===== src/hdl/sfpa_pkg.sv =====
// sfpa_pkg: shared constants and stage types for the 16-bit float adder.
// No dependencies.
package sfpa_pkg;
	localparam logic [15:0] NAN_CODE = 16'h7f01;
	localparam logic [15:0] POS_INF  = 16'h7f00;
	localparam logic [15:0] NEG_INF  = 16'hff00;
	localparam int          EXP_BIAS = 63;
	localparam logic [6:0]  MAX_ALIGN = 7'd15;

	// stage 1 -> 2: swapped, aligned operands
	typedef struct packed {
		logic        special;
		logic [15:0] special_val;
		logic        sa;
		logic        sub;
		logic [6:0]  ex;
		logic [11:0] mx;
		logic [11:0] my;
	} sfpa_align_t;

	// stage 2 -> 3: normalized, unrounded
	typedef struct packed {
		logic        special;
		logic [15:0] special_val;
		logic        sa;
		logic        sub;
		logic [7:0]  eb;   // biased exponent, may reach 127+
		logic [12:0] m;
	} sfpa_norm_t;
endpackage


===== src/hdl/sfpa_if.sv =====
// sfpa_if: valid/ready channels carrying the adder's input operands and output sum.
// Depends on nothing.
interface sfpa_in_if;
	logic        valid;
	logic        ready;
	logic [15:0] addend_a;
	logic [15:0] addend_b;
	modport source (output valid, addend_a, addend_b, input ready);
	modport sink   (input valid, addend_a, addend_b, output ready);
endinterface

interface sfpa_out_if;
	logic        valid;
	logic        ready;
	logic [15:0] sum_value;
	modport source (output valid, sum_value, input ready);
	modport sink   (input valid, sum_value, output ready);
endinterface


===== src/hdl/sfpa_align.sv =====
// sfpa_align: special cases, swap and alignment (combinational, stage 1 logic).
// Depends on sfpa_pkg.
module sfpa_align import sfpa_pkg::*; (
	input  logic [15:0] a_in,
	input  logic [15:0] b_in,
	output sfpa_align_t res
);
	logic        nan_a, nan_b, inf_a, inf_b, swp;
	logic [15:0] a, b;
	logic [6:0]  ea, eb, ex, ey, diff;
	logic [11:0] mx, my0;
	logic [15:0] msk;
	logic        stk;

	always_comb begin
		nan_a = (a_in[14:8] == 7'h7f) && (a_in[7:0] != 8'd0);
		nan_b = (b_in[14:8] == 7'h7f) && (b_in[7:0] != 8'd0);
		inf_a = a_in[14:0] == 15'h7f00;
		inf_b = b_in[14:0] == 15'h7f00;
		swp = b_in[14:0] > a_in[14:0];
		a = swp ? b_in : a_in;
		b = swp ? a_in : b_in;
		ea = a[14:8];
		eb = b[14:8];
		ex = (ea != 7'd0) ? ea : 7'd1;
		ey = (eb != 7'd0) ? eb : 7'd1;
		diff = ex - ey;
		mx = {(ea != 7'd0), a[7:0], 3'b000};
		my0 = {(eb != 7'd0), b[7:0], 3'b000};
		// sticky covers bits 0..diff of the unshifted operand
		msk = ~(16'hffff << ({1'b0, diff[3:0]} + 5'd1));
		stk = ({4'd0, my0} & msk) != 16'd0;
		res.special = 1'b0;
		res.special_val = a;
		if (nan_a || nan_b) begin
			res.special = 1'b1;
			res.special_val = NAN_CODE;
		end else if (inf_a || inf_b) begin
			res.special = 1'b1;
			if (inf_a && inf_b && (a_in[15] != b_in[15]))
				res.special_val = NAN_CODE;
			else
				res.special_val = inf_a ? a_in : b_in;
		end else if (diff > MAX_ALIGN) begin
			res.special = 1'b1;
			res.special_val = a;
		end
		res.sa = a[15];
		res.sub = a[15] ^ b[15];
		res.ex = ex;
		res.mx = mx;
		res.my = (my0 >> diff[3:0]) | {11'd0, stk};
	end
endmodule


===== src/hdl/sfpa_norm.sv =====
// sfpa_norm: add/subtract and normalize (combinational, stage 2 logic).
// Depends on sfpa_pkg.
module sfpa_norm import sfpa_pkg::*; (
	input  sfpa_align_t op,
	output sfpa_norm_t  res
);
	logic [12:0] m;
	logic [3:0]  lz, sh;
	logic [7:0]  room;

	always_comb begin
		m = op.sub ? ({1'b0, op.mx} - {1'b0, op.my}) : ({1'b0, op.mx} + {1'b0, op.my});
		lz = 4'd0;
		for (int i = 0; i <= 10; i++)
			if (m[i]) lz = 4'(11 - i);
		room = {1'b0, op.ex} - 8'd1;
		sh = lz;
		res.special = op.special;
		res.special_val = op.special_val;
		res.sa = op.sa;
		res.sub = op.sub;
		res.eb = {1'b0, op.ex};
		res.m = m;
		if (m[12]) begin
			res.m = {1'b0, m[12:2], m[1] | m[0]};
			res.eb = {1'b0, op.ex} + 8'd1;
		end else if (m != 13'd0 && !m[11]) begin
			sh = ({4'd0, lz} > room) ? room[3:0] : lz;
			res.m = m << sh;
			res.eb = {1'b0, op.ex} - {4'd0, sh};
		end
	end
endmodule


===== src/hdl/sfpa_round.sv =====
// sfpa_round: round to nearest even, renormalize and pack (stage 3 logic).
// Depends on sfpa_pkg.
module sfpa_round import sfpa_pkg::*; (
	input  sfpa_norm_t  op,
	output logic [15:0] sum
);
	logic [9:0] m;
	logic [7:0] e;
	logic       up;

	always_comb begin
		up = op.m[2] && ((op.m[1:0] != 2'd0) || op.m[3]);
		m = {1'b0, op.m[11:3]} + {9'd0, up};
		e = op.eb;
		if (m[9]) begin
			m = m >> 1;
			e = e + 8'd1;
		end
		if (op.special)
			sum = op.special_val;
		else if (e >= 8'd127)
			sum = op.sa ? NEG_INF : POS_INF;
		else if (m == 10'd0)
			sum = op.sub ? 16'd0 : {op.sa, 15'd0};
		else
			sum = {op.sa, (m[8] ? e[6:0] : 7'd0), m[7:0]};
	end
endmodule


===== src/hdl/sfp16_float_adder_unit.sv =====
// Channel | Dir | Payload
// in      | in  | addend_a[15:0], addend_b[15:0]
// out     | out | sum_value[15:0]
// Three-stage pipeline: align, add/normalize, round. Accepts one
// transaction per cycle while out is not stalled. Reset clears valid bits only.
// A stall holds only valid stages whose next stage is held; a bubble is filled while out waits.
// Depends on sfpa_pkg, sfpa_if, sfpa_align, sfpa_norm, sfpa_round.
module sfp16_float_adder_unit import sfpa_pkg::*; (
	input logic        clk,
	input logic        arst_n,
	sfpa_in_if.sink    in_ch,
	sfpa_out_if.source out_ch
);
	sfpa_align_t al_c, al_s1;
	sfpa_norm_t  nm_c, nm_s2;
	logic [15:0] sum_c, sum_s3;
	logic        v_s1, v_s2, v_s3, en1, en2, en3;

	assign en3 = !v_s3 || out_ch.ready;
	assign en2 = !v_s2 || en3;
	assign en1 = !v_s1 || en2;
	assign in_ch.ready = en1;

	sfpa_align u_al (.a_in(in_ch.addend_a), .b_in(in_ch.addend_b), .res(al_c));
	sfpa_norm  u_nm (.op(al_s1), .res(nm_c));
	sfpa_round u_rd (.op(nm_s2), .sum(sum_c));

	always_ff @(posedge clk or negedge arst_n) begin
		if (!arst_n) begin
			v_s1 <= 1'b0;
			v_s2 <= 1'b0;
			v_s3 <= 1'b0;
		end else begin
			if (en1) v_s1 <= in_ch.valid;
			if (en2) v_s2 <= v_s1;
			if (en3) v_s3 <= v_s2;
		end
	end

	always_ff @(posedge clk) begin
		if (en1) al_s1 <= al_c;
		if (en2) nm_s2 <= nm_c;
		if (en3) sum_s3 <= sum_c;
	end

	assign out_ch.valid = v_s3;
	assign out_ch.sum_value = sum_s3;
endmodule


===== src/flat_wrapper.sv =====
// flat-port wrapper written by rule: the top's interface ports become plain ports
module sfp16_float_adder_unit_flat import sfpa_pkg::*;
  (clk, arst_n, in_ch_valid, in_ch_addend_a, in_ch_addend_b, in_ch_ready, out_ch_valid, out_ch_sum_value, out_ch_ready);
  sfpa_in_if in_ch_i ();
  sfpa_out_if out_ch_i ();
  input logic clk;
  input logic arst_n;
  input wire logic [$bits(in_ch_i.valid)-1:0] in_ch_valid;
  input wire logic [$bits(in_ch_i.addend_a)-1:0] in_ch_addend_a;
  input wire logic [$bits(in_ch_i.addend_b)-1:0] in_ch_addend_b;
  output wire logic [$bits(in_ch_i.ready)-1:0] in_ch_ready;
  output wire logic [$bits(out_ch_i.valid)-1:0] out_ch_valid;
  output wire logic [$bits(out_ch_i.sum_value)-1:0] out_ch_sum_value;
  input wire logic [$bits(out_ch_i.ready)-1:0] out_ch_ready;
  assign in_ch_i.valid = in_ch_valid;
  assign in_ch_i.addend_a = in_ch_addend_a;
  assign in_ch_i.addend_b = in_ch_addend_b;
  assign in_ch_ready = in_ch_i.ready;
  assign out_ch_valid = out_ch_i.valid;
  assign out_ch_sum_value = out_ch_i.sum_value;
  assign out_ch_i.ready = out_ch_ready;
  sfp16_float_adder_unit u_core (.clk(clk), .arst_n(arst_n), .in_ch(in_ch_i), .out_ch(out_ch_i));
endmodule

===== config.mk =====
export PLATFORM = sky130hd
export DESIGN_NAME = sfp16_float_adder_unit_flat
export DESIGN_NICKNAME = d
export VERILOG_FILES = /design/src/hdl/sfpa_pkg.sv /design/src/hdl/sfpa_if.sv /design/src/hdl/sfpa_align.sv /design/src/hdl/sfpa_norm.sv /design/src/hdl/sfpa_round.sv /design/src/hdl/sfp16_float_adder_unit.sv /design/src/flat_wrapper.sv
export SDC_FILE = /design/constraint.sdc
export NUM_CORES = 1
export LEC_CHECK = 0
export BUFFER_PORTS_ARGS = -buffer_cell sky130_fd_sc_hd__buf_2
export CORE_AREA = 2 2 140 142
export CTS_BUF_LIST = sky130_fd_sc_hd__clkbuf_4 sky130_fd_sc_hd__clkbuf_8 sky130_fd_sc_hd__clkbuf_16
export DETAILED_ROUTE_END_ITERATION = 6
export DIE_AREA = 0 0 142 144
export PLACE_DENSITY_LB_ADDON = 0.12
export SYNTH_ARGS = -nofsm -noshare
export SYNTH_HDL_FRONTEND = slang
export SYNTH_SLANG_ARGS = --single-unit

===== constraint.sdc =====
create_clock -name clk -period 7.7 [get_ports clk]
set_input_delay 1.155 -clock clk [delete_from_list [all_inputs] [get_ports clk]]
set_output_delay 1.155 -clock clk [all_outputs]
set_load 0.005 [all_outputs]

**Yosys cells after proc, flatten, opt, wreduce, memory -nomap -nowiden**

Cells that the tools add are included.

- Flip-flop bits (word level): 105
- Input port bits: 36
- Output and inout port bits: 18

- Add/subtract/negate cells: 9
- Order comparisons: 4
- Equality and inequality tests: 5
- Shift operators: 3
- Muxes and demuxes: 31
- Bitwise gates (word level): 5
- Reduce and logical (&&, ||, !) cells: 25

Operator list:

| operator | count |
|---|---|
| two-way mux 16 bit | 10 |
| two-way mux 4 bit | 12 |
| two-way mux 21 bit | 2 |
| equality test 15 bit, second input constant | 2 |
| two-way mux 7 bit | 3 |
| two-way mux 17 bit | 1 |
| AND 12 x 16 -> 16 bit | 1 |
| inverter 16 bit | 1 |
| nonzero test 16 bit | 1 |
| nonzero test 8 bit | 2 |
| left shift 16 x 5 -> 16 bit, first input constant | 1 |
| > comparator 15 bit | 1 |
| equality test 7 bit, second input constant | 2 |
| nonzero test 7 bit | 2 |
| adder 12 x 12 -> 13 bit | 1 |
| two-way mux 13 bit | 1 |
| nonzero test 13 bit | 1 |
| left shift 13 x 4 -> 13 bit | 1 |
| subtractor 12 x 12 -> 13 bit | 1 |
| OR 12 x 1 -> 12 bit | 1 |
| right shift 12 x 4 -> 12 bit | 1 |
| adder 9 x 1 -> 10 bit | 1 |
| zero test 10 bit | 1 |
| two-way mux 9 bit | 1 |
| 18 further kinds | 31 |

**Depth between registers and ports, before layout**

Gate-level depths: netlist of the first run.

- Depth in word-level cells: 18
- Mapped depth: 27
- Mapped depth without buffers: 26

**Cells and area by module**

A second synthesis of the first run with hierarchy kept.

- Cell total of the unflattened synthesis: 902
- Area total of the unflattened synthesis: 8826.0 sq um

By module, submodules not included:

| module | instances | cells each | area an instance (sq um) | seq. area each (sq um) |
|---|---|---|---|---|
| sfp16_float_adder_unit | 1 | 116 | 3309.4 | 3258.1 |
| sfpa_norm | 1 | 366 | 2582.5 | 0.0 |
| sfpa_align | 1 | 296 | 2053.2 | 0.0 |
| sfpa_round | 1 | 124 | 880.8 | 0.0 |

**Least setup slack after synthesis of the first run**

Ideal clock, no wire load.

- Path kind: input-to-reg
- Start point: input port in_ch_addend_a[1]
- End point: register u_core.al_s1[0] (netlist bit) (data pin)
- Library setup time: 259 ps
- Arrival time: 6240 ps
- Path slack: 1201 ps
- Stages: 25
- Path through: inv_1 -> ha_1 -> nor2b_1 -> o21a_1 -> o21a_1 -> o21ai_0 -> a221oi_1 -> o31ai_2 -> buf_2 -> buf_2 -> mux2i_1 -> nand4_1 -> o21ai_0 -> inv_1 -> ha_1 -> clkbuf_1 -> clkinv_1 -> ha_1 -> nor2_1 -> a21oi_1 -> o21ai_0 -> and3b_1 -> a2bb2o_1 -> o21a_1 -> a211o_1

RTL lines:

| item | line | text |
|---|---|---|
| start, declared | flat_wrapper.sv:9 | `input wire logic [$bits(in_ch_i.addend_a)-1:0] in_ch_addend_a;` |
| end signal, assigned | sfp16_float_adder_unit.sv:41 | `if (en1) al_s1 <= al_c;` |
| end, declared | sfp16_float_adder_unit.sv:14 | `sfpa_align_t al_c, al_s1;` |

==> results.sh, run 1 <==
export IMPL_min_to="u_core.nm_s2[26]"
export IMPL_fillCellCount=1815
export IMPL_fin_nets=1024
export IMPL_yosys_cell_types_count=96
export IMPL_rsz0062_at_grt="no"
export IMPL_r2r_end="u_core.nm_s2[19]"
export IMPL_avgViaCountPerCell=5.913
export IMPL_root_buffer="clkbuf_16"
export IMPL_pin_count=54
export IMPL_power_uw=3382
export IMPL_post_synth_top_area_cell="edfxtp_1"
export IMPL_synth_edf_count=102
export IMPL_grt_max_degree=49
export IMPL_critPathBufInv=5
export IMPL_synth_fa_ha_area_share_pct=9.123
export IMPL_syn_cell_area_um2=8434
export IMPL_grt_pass1_wl_um=34020
export IMPL_finalMaxSlewViolations=0
export IMPL_p_per_area_nw_per_um2=367.5
export IMPL_fin_setup_tns_ps=0
export IMPL_cp_common_cell="inv_1"
export IMPL_syn_inst=892
export IMPL_avgSynthCellArea_um2=9.456
export IMPL_clkTransAtPathRegs_ps=80
export IMPL_period_needed_ps=6432
export IMPL_cpPeakStageDelay_ps=830
export IMPL_dp_hpwl_um=16620
export IMPL_synth_top_cell_area_share_pct=36.32
export IMPL_ys_flop_type="edfxtp_1"
export IMPL_wirelength_um=21090
export IMPL_antennaDiodeCount=0
export IMPL_cts_buffer_depth=2
export IMPL_required_ps=7810
export IMPL_dpl_worst_slack_ps=958.1
export IMPL_yosysSeqAreaShare_pct=37.21
export IMPL_netlist_top_cells_count="edfxtp_1, nor2_1, nand2_1"
export IMPL_r2r_slack_ps=1430
export IMPL_synth_top_family_by_area="compound AO/OA/AOI/OAI gates"
export IMPL_cts_tree="done"
export IMPL_fp_dieW_um=142
export IMPL_antenna_found_initial=0
export IMPL_status="completed"
export IMPL_min_path_type="flip-flop to flip-flop"
export IMPL_num_vias=6936
export IMPL_drive_gt1_share_pct=14.33
export IMPL_synth_xor_area_share_pct=3.857
export IMPL_core_region_area_um2=19080
export IMPL_post_cts_buffers=0
export IMPL_synth_simple_area_share_pct=18.41
export IMPL_cp_arrival_ps=6550
export IMPL_end_kind="flip-flop"
export IMPL_grt_use_total_pct=21.17
export IMPL_wire_per_inst_um=17.98
export IMPL_finalSetupViolations=0
export IMPL_min_path_cells=0
export IMPL_rows=51
export IMPL_first_iter_violations=659
export IMPL_initial_core_util_pct=44.21
export IMPL_dieHeight_um=144
export IMPL_fin_ws_ps=1268
export IMPL_leakage_uw=0.003629
export IMPL_synth_area_top_cells="edfxtp_1, ha_1, nor2_1, a21oi_1, nand2_1"
export IMPL_drc_errors=0
export IMPL_wl_met1_um=9759
export IMPL_fin_cells=1173
export IMPL_synthArstFlopShare_pct=2.857
export IMPL_grt_pass1_vias=6476
export IMPL_vdd_drop_max_v=0.0001210
export IMPL_hold_viol_final=0
export IMPL_cp_top_family="compound AO/OA/AOI/OAI gates"
export IMPL_max_slew_margin_rel_pct=37.03
export IMPL_grt_ovfl_total=0
export IMPL_hp_start="u_core.al_s1[36]"
export IMPL_worstPathMaxFanout=27
export IMPL_area_growth_pct=9.123
export IMPL_crit_chain="buf_2 > inv_1 > ha_1 > nor2b_1 > o21a_1 > o21a_1 > o21ai_0 > a221oi_1 > o31ai_4 > buf_4 > nand2_1 > o211ai_1 > ha_1 > inv_1 > fa_1 > inv_1 > nor2_1 > nand2_1 > nor3_1 > a21oi_1 > a21oi_1 > a2bb2oi_1 > o221ai_1 > a211o_1"
export IMPL_first_pass_iters=5
export IMPL_cp_start_kind="input port"
export IMPL_h_tree_depth=3
export IMPL_top_layer="met4"
export IMPL_yosysWarnings=0
export IMPL_cts_sinks=105
export IMPL_fin_skew_ps=13.09
export IMPL_cts_resized=0
export IMPL_syn_nets=986
export IMPL_insertion_delay_ps=360
export IMPL_crit_path_top_delay_cell="fa_1"
export IMPL_portBuffers=53
export IMPL_cts_hold_buf=0
export IMPL_max_clock_freq_mhz=155.5
export IMPL_tightest_slew_ps=942.6
export IMPL_place_congestion=0.9306
export IMPL_max_cap_viol_count=0
export IMPL_wl_met2_um=9899
export IMPL_timing_final_crit_share_pct=83.54
export IMPL_crit_type="input port to flip-flop"
export IMPL_synth_compound_area_share_pct=20.99
export IMPL_ant_nets=0
export IMPL_synth_most_common_cell="edfxtp_1"
export IMPL_ys_seq_elements=105
export IMPL_die_area_um2=20450
export IMPL_synth_mux_area_share_pct=5.593
export IMPL_dp_cells=1157
export IMPL_routed_wl_met3_um=794
export IMPL_rr_worst_depth=24
export IMPL_r2r_start="u_core.al_s1[0]"
export IMPL_cts_made_buffers=9
## worst reg2reg max path: stages (launching register included)
cell	delay (ps)
edfxtp_1	580
inv_1	250
ha_1	340
and3b_1	210
o21a_1	200
o31ai_2	650
o311a_1	340
nor2_1	70
nor2_1	110
ha_1	250
nor2b_1	130
o21a_1	160
o21a_1	200
o221ai_2	410
nand3_1	260
o21ai_2	280
nor2_8	70
inv_2	130
ha_1	190
fa_1	210
inv_1	50
maj3_2	310
a2111oi_4	370
a21oi_1	130
xnor2_1	130
## sequential cells by signal, indices dropped and copies added, names as in the netlist
signal and cells:
u_core.out_ch.valid 1, u_core.v_s2 1, u_core.out_ch.sum_value 16, u_core.v_s1 1, u_core.al_s1 47, u_core.nm_s2 39
## metrics by stage
step | area (um^2) | utilization [%] | hold slack [ps]
final | 9204 | 48.24 | 418.1
after detailed placement | 8904 | 46.67 | 407.1
after global routing | 9204 | 48.24 | 433.9
after CTS | 9204 | 48.24 | 423.0
after global placement | 8904 | 46.67 | 402.9
after floorplan | 8434 | - | 400.3
## layout by cell type, fill, tap and decap left out, types with 30 or more instances in the layout
cell type	netlist	final
edfxtp_1	102	102
nor2_1	74	74
nand2_1	70	70
inv_1	65	65
ha_1	55	55
a21oi_1	54	54
buf_2	7	53
o21ai_0	47	47
nor3_1	30	30
nand3_1	30	30
## worst max path at each step
| stage | start | slack (ps) | end | depth (start not counted) |
|---|---|---|---|---|
| final | in_ch_addend_a[1] | 1270 | u_core.al_s1[0] | 24 |
| after global routing | in_ch_addend_a[1] | 690 | u_core.al_s1[0] | 25 |
| after CTS | in_ch_addend_a[1] | 1320 | u_core.al_s1[0] | 24 |
| after detailed placement | in_ch_addend_a[1] | 960 | u_core.al_s1[0] | 24 |
| after floorplan | in_ch_addend_a[1] | 1200 | u_core.al_s1[0] | 25 |
| after global placement | in_ch_addend_a[1] | 1110 | u_core.al_s1[0] | 24 |
## power breakdown
| group | switching, uW | internal, uW | total (uW) |
|---|---|---|---|
| clock network | 231 | 233 | 464 |
| logic | 1230 | 749 | 1980 |
| registers | 107 | 832 | 939 |
## cell type report
| cell class | instances | area (um^2) | area share [%] |
|---|---|---|---|
| Multi-Input combinational cell | 686 | 4898 | 53.22 |
| Sequential cell | 105 | 3138 | 34.09 |
| Clock buffer | 9 | 225.2 | 2.447 |
| Timing Repair Buffer | 59 | 310.3 | 3.371 |
| Tap cell | 238 | 297.8 | 3.235 |
| Clock inverter | 7 | 75.07 | 0.8157 |
| Inverter | 69 | 259.0 | 2.814 |
## per-layer routing
layer / up-vias / GRT usage [%]
li1: 3458 / -
met1: 3274 / 28.31
met2: 167 / 35.16
met3: 37 / 3.046
met4: 0 / 7.632
met5: - / 0
## logic make-up after synthesis
logic type | after synthesis
adder cells (fa/ha/maj) | 60
buffers and inverters | 101
flip-flops | 105
AND/OR/NAND/NOR | 307
AO/OA/AOI/OAI | 244
multiplexers | 40
XOR/XNOR | 35
(Power assumes the default switching activity.)
==> run 2, diff against run 1 <==
clock period = 6.5 ns   (was 7.7 ns; I/O delays follow)
==> results.sh, run 2 (synthesis results as in run 1) <==
export IMPL_pin_count=54
export IMPL_largest_reg_flops=47
export IMPL_h_tree_depth=3
export IMPL_cp_start_kind="flip-flop"
export IMPL_r2r_slack_ps=540
export IMPL_die_area_um2=20450
export IMPL_avgViaCountPerCell=5.798
export IMPL_cp_common_cell="ha_1"
export IMPL_grt_max_degree=49
export IMPL_portBuffers=53
export IMPL_grt_ovfl_total=0
export IMPL_area_growth_pct=10.19
export IMPL_crit_type="flip-flop to flip-flop"
export IMPL_period_needed_ps=5962
export IMPL_clkTransAtPathRegs_ps=80
export IMPL_r2r_end="u_core.nm_s2[19]"
export IMPL_fin_setup_tns_ps=0
export IMPL_worstPathMaxFanout=9
export IMPL_min_path_type="input port to async pin"
export IMPL_post_cts_buffers=0
export IMPL_rsz0062_at_grt="no"
export IMPL_crit_chain="ha_1 > or4b_4 > a211oi_2 > o22ai_2 > xnor2_1 > o311a_1 > nor2_1 > nor2_1 > ha_1 > nor2b_1 > o21a_1 > o21a_1 > o221ai_4 > nand3_1 > o21ai_2 > nor2_8 > inv_2 > ha_1 > fa_1 > inv_1 > maj3_2 > a2111oi_4 > a21oi_1 > xnor2_1"
export IMPL_root_buffer="clkbuf_16"
export IMPL_max_slew_margin_rel_pct=37.07
export IMPL_p_per_area_nw_per_um2=432.2
export IMPL_cts_tree="done"
export IMPL_r2r_start="u_core.al_s1[15]"
export IMPL_cts_buffer_depth=2
export IMPL_wirelength_um=20970
export IMPL_tightest_slew_ps=943.9
export IMPL_cp_top_family="compound AO/OA/AOI/OAI gates"
export IMPL_fin_nets=1034
export IMPL_cts_hold_buf=0
export IMPL_startpoint="u_core.al_s1[15]"
export IMPL_cts_made_buffers=9
export IMPL_max_clock_freq_mhz=167.7
export IMPL_cp_arrival_ps=6050
export IMPL_multi_input_area_um2=4916
export IMPL_cts_sinks=105
export IMPL_grt_pass1_vias=6362
export IMPL_antenna_found_initial=0
export IMPL_status="completed"
export IMPL_leakage_uw=0.003683
export IMPL_crit_path_top_delay_cell="or4b_4"
export IMPL_first_iter_violations=719
export IMPL_wire_per_inst_um=17.72
export IMPL_grt_pass1_wl_um=33580
export IMPL_vdd_drop_max_v=0.0001599
export IMPL_dpl_worst_slack_ps=272.9
export IMPL_rr_worst_depth=24
export IMPL_grt_use_total_pct=20.75
export IMPL_ant_nets=0
export IMPL_dp_hpwl_um=16320
export IMPL_num_vias=6859
export IMPL_insertion_delay_ps=350
export IMPL_seq_area_um2=3138
export IMPL_core_region_area_um2=19080
export IMPL_final_cell_mix="edfxtp_1, nor2_1, nand2_1"
export IMPL_cpPeakStageDelay_ps=510
export IMPL_timing_final_crit_share_pct=91.72
export IMPL_drive_gt1_share_pct=15.34
export IMPL_max_cap_viol_count=0
export IMPL_largest_register="u_core.al_s1"
export IMPL_first_pass_iters=5
export IMPL_critPathBufInv=2
export IMPL_fin_ws_ps=538.3
export IMPL_rows=51
export IMPL_finalMaxSlewViolations=0
export IMPL_fin_skew_ps=9.050
export IMPL_required_ps=6590
export IMPL_fp_dieW_um=142
export IMPL_layout_cells_most_common="edfxtp_1"
export IMPL_drc_errors=0
export IMPL_antennaDiodeCount=0
export IMPL_fillCellCount=1781
export IMPL_finalSetupViolations=0
export IMPL_hold_viol_final=0
export IMPL_place_congestion=0.8887
export IMPL_end_kind="flip-flop"
export IMPL_initial_core_util_pct=44.21
export IMPL_dieHeight_um=144
[run 2: changes by cell type in the layout (fill, tap and decap cells not counted), sizes merged]
| cell | delta |
|---|---|
| inv | -4 |
| clkinvlp | -1 |
| clkinv | +5 |
| buf | +10 |
[run 2: report_power, final]
part           internal [uW]  leakage, uW  switching (uW)
clock                    270     0.000146             252
combinational            916      0.00247            1470
sequential               985      0.00107             128
[run 2: how the worst max path moves through the flow]
stage                        to  slack (ps)  cells after the start
4_1_cts        u_core.nm_s2[19]         440                     24
3_3_place_gp    u_core.al_s1[0]         370                     24
5_1_grt        u_core.nm_s2[19]          90                     24
3_5_place_dp    u_core.al_s1[0]         270                     24
2_1_floorplan   u_core.al_s1[0]         180                     25
6_report       u_core.nm_s2[19]         540                     24
[run 2: worst register-to-register path, delay by kind of cell, from the launching register on]
| kind | cells | cell delay, ps |
|---|---|---|
| simple gates | 6 | 1090 |
| flops | 1 | 400 |
| compound gates | 9 | 2200 |
| xor+xnor | 2 | 430 |
| buf+inv | 2 | 170 |
| fa+ha+maj | 5 | 1410 |
[run 2: area by class of cell]
cell class,count,area share (%)
sequential,105,33.76
inverter,69,2.787
timing repair buffer,69,4.146
tap,238,3.204
clock buffer,9,2.423
multi-input combinational,686,52.89
clock inverter,7,0.7808
[run 2: per-layer routing]
metal | wire, um | global-route usage, % | share of wire (%)
met1 | 9968 | 29.29 | 48
met5 | 0 | 0 | 0
met3 | 670 | 2.318 | 3.2
met4 | 347 | 5.789 | 1.7
met2 | 9980 | 33.92 | 48
[run 2: stage by stage]
stage	util (%)	hold slack [ps]	instance area (um^2)	instances	power (uW)
2_1_floorplan	-	400.3	8434	892	2875
3_3_place_gp	47.06	402.7	8979	1167	3474
3_5_place_dp	47.06	404.5	8979	1167	3458
4_1_cts	48.62	393.1	9276	1183	3994
5_1_grt	48.71	391.4	9294	1183	4342
6_report	48.71	407.1	9294	1183	4017
[run 2: what timing repair did]
item	in CTS	in global routing
setup endpoints to repair	0	2
endpoints found under the hold margin	0	0
gates resized for setup	0	2
